### config.mk
export PLATFORM = sky130hd
export DESIGN_NAME = smc_cell
export DESIGN_NICKNAME = d
export VERILOG_FILES = /design/src/design/smc_pkg.sv /design/src/design/smc_cell.sv
export SDC_FILE = /design/constraint.sdc
export NUM_CORES = 1
export LEC_CHECK = 0
export ABC_AREA = 1
export BUFFER_PORTS_ARGS = -buffer_cell sky130_fd_sc_hd__buf_2
export CORE_UTILIZATION = 42
export CTS_BUF_LIST = sky130_fd_sc_hd__clkbuf_8
export CTS_CLUSTER_SIZE = 24
export DETAILED_ROUTE_END_ITERATION = 16
export HOLD_SLACK_MARGIN = 0.05
export PLACE_DENSITY = 0.79
export SLEW_MARGIN = 20
export SYNTH_ARGS = -nofsm -noshare
export SYNTH_HDL_FRONTEND = slang
export SYNTH_SLANG_ARGS = --single-unit
### constraint.sdc
create_clock -name clk -period 1.8 [get_ports clk]
set_input_delay 0.45 -clock clk [delete_from_list [all_inputs] [get_ports clk]]
set_output_delay 0.45 -clock clk [all_outputs]
set_load 0.02 [all_outputs]
### src/design/smc_pkg.sv
// Shared types and constants for the sorted multiset counter.
// No dependencies; compile first.
package smc_pkg;

	localparam int VALUE_BITS    = 32;
	localparam int LIMIT_BITS    = 16;
	localparam int RESULT_BITS   = 16;
	localparam int TOTAL_BITS    = 22;
	localparam int DISTINCT_BITS = 7;
	localparam logic [TOTAL_BITS-1:0] TOTAL_MAX = '1;

	typedef enum logic [1:0] {
		OP_ADD         = 2'd0,
		OP_REMOVE_ONE  = 2'd1,
		OP_QUERY       = 2'd2,
		OP_REMOVE_MANY = 2'd3
	} op_t;

	typedef enum logic [1:0] {
		ST_OK        = 2'd0,
		ST_NOT_FOUND = 2'd1,
		ST_FULL      = 2'd2
	} status_t;

	typedef enum logic [1:0] {
		S_IDLE,
		S_LOOK,
		S_APPLY
	} state_t;

	// Command broadcast to every cell in the apply cycle
	typedef enum logic [1:0] {
		CMD_HOLD,
		CMD_SET_COUNT,
		CMD_INSERT,
		CMD_DELETE
	} cell_cmd_t;

	typedef struct packed {
		logic      look;
		cell_cmd_t cmd;
	} cell_ctl_t;

	// Flags one cell shows to its right-hand neighbor
	typedef struct packed {
		logic occ;
		logic gt;
	} nbr_flags_t;

endpackage

### src/design/smc_cell.sv
// One slot of the sorted table: value, count and compare flags.
// Depends on smc_pkg; instantiated in a row by sorted_multiset_counter.
module smc_cell #(
	parameter int COUNT_BITS = 16
) (
	input  logic                                  clk,
	input  logic                                  arst_n,
	input  smc_pkg::cell_ctl_t                    ctl,
	input  logic signed [smc_pkg::VALUE_BITS-1:0] element,
	input  logic [COUNT_BITS-1:0]                 new_count,
	input  logic signed [smc_pkg::VALUE_BITS-1:0] left_value,
	input  logic [COUNT_BITS-1:0]                 left_count,
	input  smc_pkg::nbr_flags_t                   left_flags,
	input  logic signed [smc_pkg::VALUE_BITS-1:0] right_value,
	input  logic [COUNT_BITS-1:0]                 right_count,
	output logic signed [smc_pkg::VALUE_BITS-1:0] value,
	output logic [COUNT_BITS-1:0]                 count,
	output smc_pkg::nbr_flags_t                   flags,
	output logic                                  hit
);
	import smc_pkg::*;

	logic signed [VALUE_BITS-1:0] value_q;
	logic [COUNT_BITS-1:0]        count_q;
	logic                         hit_q;
	logic                         gt_q;
	logic                         ge_q;
	logic                         occ;
	logic                         ins_here;
	logic                         take_right;

	// An empty slot has count zero: live entries never sit at zero
	assign occ = |count_q;
	assign hit = occ && (value_q == element);

	// New value lands right after the last smaller-or-equal occupied slot
	assign ins_here   = left_flags.occ && !left_flags.gt && (!occ || gt_q);
	assign take_right = !occ || ge_q;

	assign value     = value_q;
	assign count     = count_q;
	assign flags.occ = occ;
	assign flags.gt  = gt_q;

	// Capture compare flags in the look cycle
	always_ff @(posedge clk or negedge arst_n) begin
		if (!arst_n) begin
			hit_q <= 1'b0;
			gt_q  <= 1'b0;
			ge_q  <= 1'b0;
		end else if (ctl.look) begin
			hit_q <= hit;
			gt_q  <= occ && (value_q > element);
			ge_q  <= value_q >= element;
		end
	end

	// Update count: overwrite on hit, shift on insert or delete
	always_ff @(posedge clk or negedge arst_n) begin
		if (!arst_n) begin
			count_q <= '0;
		end else begin
			unique case (ctl.cmd)
				CMD_HOLD: ;
				CMD_SET_COUNT: begin
					if (hit_q) count_q <= new_count;
				end
				CMD_INSERT: begin
					if (left_flags.gt) count_q <= left_count;
					else if (ins_here) count_q <= COUNT_BITS'(1);
				end
				CMD_DELETE: begin
					if (take_right) count_q <= right_count;
				end
			endcase
		end
	end

	// Move values alongside their counts
	always_ff @(posedge clk) begin
		unique case (ctl.cmd)
			CMD_HOLD, CMD_SET_COUNT: ;
			CMD_INSERT: begin
				if (left_flags.gt) value_q <= left_value;
				else if (ins_here) value_q <= element;
			end
			CMD_DELETE: begin
				if (take_right) value_q <= right_value;
			end
		endcase
	end
endmodule

======== After elaboration in Yosys (flattened, before gate mapping) ========
Cells that the tools add are included.
word-level totals
  input port bits ......................... 151
  logic and storage cells ................. 36
  flip-flop bits (word level) ............. 51
operators by class
  order comparisons ....................... 2
  reduce and logical (&&, ||, !) cells .... 13
  multiplexer cells ....................... 9
  equality and inequality tests ........... 7
operators with widths
  cell                                                                    number
  32-bit two-way mux                                                      3
  16-bit two-way mux                                                      4
  32-bit one-hot mux with 2 select lines                                  1
  16-bit one-hot mux with 3 select lines                                  1
  32-bit equality test                                                    1
  32-bit >= comparator                                                    1
  32-bit greater-than comparator                                          1
  16-bit OR reduction                                                     1
  2-bit equality test (second input constant)                             2
  1-bit logical AND                                                       4
  2-bit inequality test (second input constant)                           2
  4-bit AND reduction                                                     1
  3-bit inequality test (second input constant)                           1
  3-bit AND reduction                                                     1
  3-bit nonzero test                                                      1
  2-bit by 1-bit equality test with 1-bit output (second input constant)  1
  1-bit logical NOT                                                       2
  1-bit logical OR                                                        2
  2-bit nonzero test                                                      1

======== Longest topological paths before layout ========
  word-level depth ........................ 7
  gate-level depth with buffers ........... 17
  gate-level depth less buffers ........... 17

======== Worst setup path before layout ========
OpenSTA, ideal clock, no wires.
  kind .................................... register to register
  start point ............................. register count_q[13] (netlist: count[13])
  end point ............................... register value_q[0] (netlist: value[0]), enable pin
  stages on the path, launching flop included .. 10
  path buffers ............................ 0
  setup time .............................. 387 ps
  data required time ...................... 1413 ps
  slack ................................... -316 ps
  data arrival time ....................... 1729 ps
  period minus slack after synthesis ...... 2116 ps
  path through ............................ dfrtp_1 > nor2_1 > nand2_1 > nor2_1 > nand2_1 > inv_1 > o21ai_1 > nand2_2 > nand3_1 > inv_1
on the way
  word-level cells in the longest chain between the ends .. 6
  elaborated cells between the ends (all ways) .. 8
  those cells by class .................... eq/ne (2); reduce/logical (6)
ends and longest elaborated chain
  what                                      line                            source
  start, declared                           smc_cell.sv:24                  logic [COUNT_BITS-1:0] count_q;
  start signal, assigned                    smc_cell.sv:66                  if (hit_q) count_q <= new_count;
  start signal, assigned                    smc_cell.sv:69                  if (left_flags.gt) count_q <= left_count;
  start signal, assigned                    smc_cell.sv:73                  if (take_right) count_q <= right_count;
  16-bit OR reduction (*)                   smc_cell.sv:33                  assign occ = |count_q;
  net occ                                   smc_cell.sv:28                  logic occ;
  1-bit logical NOT (*)                     smc_cell.sv:37, smc_cell.sv:38
  1-bit logical OR                          smc_cell.sv:37                  assign ins_here = left_flags.occ && !left_flags.gt && (!occ || gt_q);
  1-bit logical AND                         smc_cell.sv:37
  3-bit inequality test (no source line)    -
  3-bit AND reduction (no source line) (*)  -
  end signal, assigned                      smc_cell.sv:84                  if (left_flags.gt) value_q <= left_value;
  end signal, assigned                      smc_cell.sv:85                  else if (ins_here) value_q <= element;
  end signal, assigned                      smc_cell.sv:88                  if (take_right) value_q <= right_value;
  end, declared                             smc_cell.sv:23                  logic signed [VALUE_BITS-1:0] value_q;
Mark *: on every way through the listed nets, which the timed path passes. The rest lies on a longest branch.
A chain may end at the register's enable or synchronous reset.

======== Worst setup path after layout ========
  start point ............................. register value_q[5] (netlist: value[5])
  end point ............................... output port hit
on the way
  word-level cells in the longest chain between the ends .. 2
ends and longest elaborated chain
  what                  line            source
  32-bit equality test  smc_cell.sv:34  assign hit = occ && (value_q == element);
  1-bit logical AND     smc_cell.sv:34
  end, declared         smc_cell.sv:19  output logic hit
Every way passes these cells.

==> reports/results.ini <==
[run_status]
status=finished with violations
violations=negative setup slack

[routing]
drt_pass1_iterations=4
drcViolationCount=0
wl_per_cell_um=13.8
routed-via-count=4092
vias_per_cell=5.06
wl_um=11200
drtIter0Drc=165
ant_nets=0

[yosys]
synth.distinct_cells=29
async_flop_share=0.373
synth_edf_count=32
synth_cells=470
yosysWarningCount=0
synth-seq-cells=51
ys.flop_type=edfxtp_1
syn_area_um2=3660
avgSynthCellArea_um2=7.78
synth_fp_nets=653
synth-seq-area-share=0.393

[sta]
hold_viol=0
tightest_slew_ns=0.441
slew_violations=0
clock.fmax_ghz=0.428
holdWs_ns=0.0676
period_share=1.30
slew-limit-headroom=0.706
fin_skew_ns=0.00812
period_needed_ns=2.34
finalSetupViolCount=9
setup_slack_ns=-0.539
rsz0062_at_grt=yes

[floorplanning]
io_pins=202
coreArea_um2=8340
start_util=0.438
die_x_um=95.3
rows=33
dieHeight_um=95.3
dieArea_um2=9080

[clock_tree]
h-tree-depth=2
path_clk_slew_ns=0.09
cts_buffers=5
clock_sinks=51
worstSkewPairLatency_ns=0.31
cts_hold_buffers=0
clockRootBuffer=clkbuf_8
clk_path_buf_depth=2
cts_tree=done

[power]
internal-power_mw=2.29
power.density_nw_per_um2=653
power_frac_clock=0.183
ir_drop_mv=0.368
p_sw_frac=0.348
pwr-share-seq=0.431
power.leakage_nw=2.80
pwr-share-comb=0.386
switchingPower_mw=1.22
power_mw=3.51

[global_route]
grt_max_degree=45
antenna_found_initial=0
grt_use_total=0.241
grt_pass1_wl_um=16900
grt.overflow.total=0
grt_pass1_vias=3811

[critical_path]
reg2reg_from=count[3]$_DFFE_PN0P_
path_max_fanout=2
cp_cell_sequence=ha_4, nand2_2, nor2_4, nand4_1, nor3_2, nand2_2, nor2_4, buf_6
start_kind=flop
r2r_cells=11
r2r_slack_ns=0
end_kind=primary output
cpMaxStageDelayCell=edfxtp_1
cpPeakStageDelay_ns=0.47
required_ns=1.35
worstSetupPathType=flop to primary output
reg2reg_to=value[3]$_DFFE_PP_
critPathArrivalTime_ns=1.89

[layout]
drive_gt1_frac=0.462
diodes=0
fin_nets=886
final_cell_mix=buf_2, nand2_1, nor2_1, inv_1, buf_4
seq_area_um2=1460
fillers=715
mostFrequentLayoutCell=buf_2
multi_input_area_um2=2040
area_delta_synth_final_pct=47.2

[placed_design]
port-buffer-count=201
place.gp.congestion=0.835
dp_hpwl_um=8610

[worst_hold_path]
hold_path.class=input port to async pin

[run]
max_cap_violations=0

[worst max-delay path by stage]
stage | slack, ns | to | start
after floorplan | -0.12 | hit | value[31]$_DFFE_PP_
after global placement | -0.45 | hit | element[7]
after detailed placement | -0.51 | hit | element[5]
after CTS | -0.61 | hit | value[5]$_DFFE_PP_
after global routing | -0.63 | hit | value[5]$_DFFE_PP_
final | -0.54 | hit | value[5]$_DFFE_PP_
[Yosys cell counts (2+ instances only)]
cell,number,share of area
nand3_1,5,0.0068
a31oi_1,32,0.055
o21ai_1,3,0.0041
buf_2,2,0.0027
clkbuf_1,9,0.0092
nor3_1,4,0.0055
a21oi_1,14,0.019
o21ai_2,14,0.034
nand2_2,5,0.0086
buf_6,3,0.0092
buf_1,7,0.0072
edfxtp_1,32,0.26
buf_4,2,0.0041
a221oi_1,16,0.038
nand2_1,138,0.14
inv_1,46,0.047
o21ai_0,4,0.0055
dfrtp_1,19,0.13
nand4_1,4,0.0068
ha_1,32,0.11
nor2_1,71,0.073
[critical path: cells and delay by family, from the launching register on]
family / cells / cell delay, ns
and+or+nand+nor: 6 / 0.67
DFF: 1 / 0.47
adders and majority gates: 1 / 0.32
buffers and inverters: 1 / 0.13
[layer usage]
| metal | vias up | track usage | wire length [um] |
|---|---|---|---|
| met2 | 171 | 0.424 | 5640 |
| met3 | 26 | 0.0295 | 727 |
| met5 | - | 0 | 0 |
| li1 | 2045 | - | - |
| met4 | 0 | 0.104 | 294 |
| met1 | 1850 | 0.293 | 4490 |
[cells by family (layout without fill, tap and decap cells)]
group	count (synthesis)	count (layout)	synth area share
buffers and inverters	72	306	0.0859
AOI/OAI and AO/OA	85	85	0.159
and+or+nand+nor	230	230	0.252
adders and majority gates	32	32	0.109
DFF	51	51	0.393
[per-stage QoR]
stage          instances  setup slack [ns]  setup TNS, ns  cell area, um^2   util
2_1_floorplan        470            -0.121          -1.72             3730      -
3_3_place_gp         793            -0.454         -0.782             5090  0.610
3_5_place_dp         793            -0.507         -0.952             5090  0.610
4_1_cts              803            -0.607         -0.993             5260  0.631
5_1_grt              809            -0.630          -2.35             5380  0.646
6_report             809            -0.539         -0.572             5380  0.646
[repair_timing]
item                                    CTS  global route
gates resized for setup                  13            22
setup buffers                             1             7
gates cloned                              1             1
pin swaps                                 7            11
endpoints found under the setup margin   36            36
[power by group through the flow]
stage | registers [mW] | clock network [mW] | logic [mW]
after global routing | 1.53 | 0.713 | 1.49
after global placement | 1.52 | 0 | 1.23
after detailed placement | 1.53 | 0 | 1.26
after floorplan | 1.69 | 0 | 0.549
final | 1.52 | 0.643 | 1.35
after CTS | 1.51 | 0.669 | 1.30
[sequential cells by signal, indices dropped and copies added, names as in the netlist]
| name | flops |
|---|---|
| gt_q | 1 |
| hit_q | 1 |
| value | 32 |
| ge_q | 1 |
| count | 16 |
[area by class of cell]
cell class              instances  share of cell area
multi-input cells             347               0.379
repair buffers                250               0.275
flip-flops and latches         51               0.271
inverters                      48              0.0365
well taps                     105              0.0244
clock buffers                   5              0.0128
clock inverters                 3             0.00209
No activity file was read; power rests on OpenSTA's default activity.
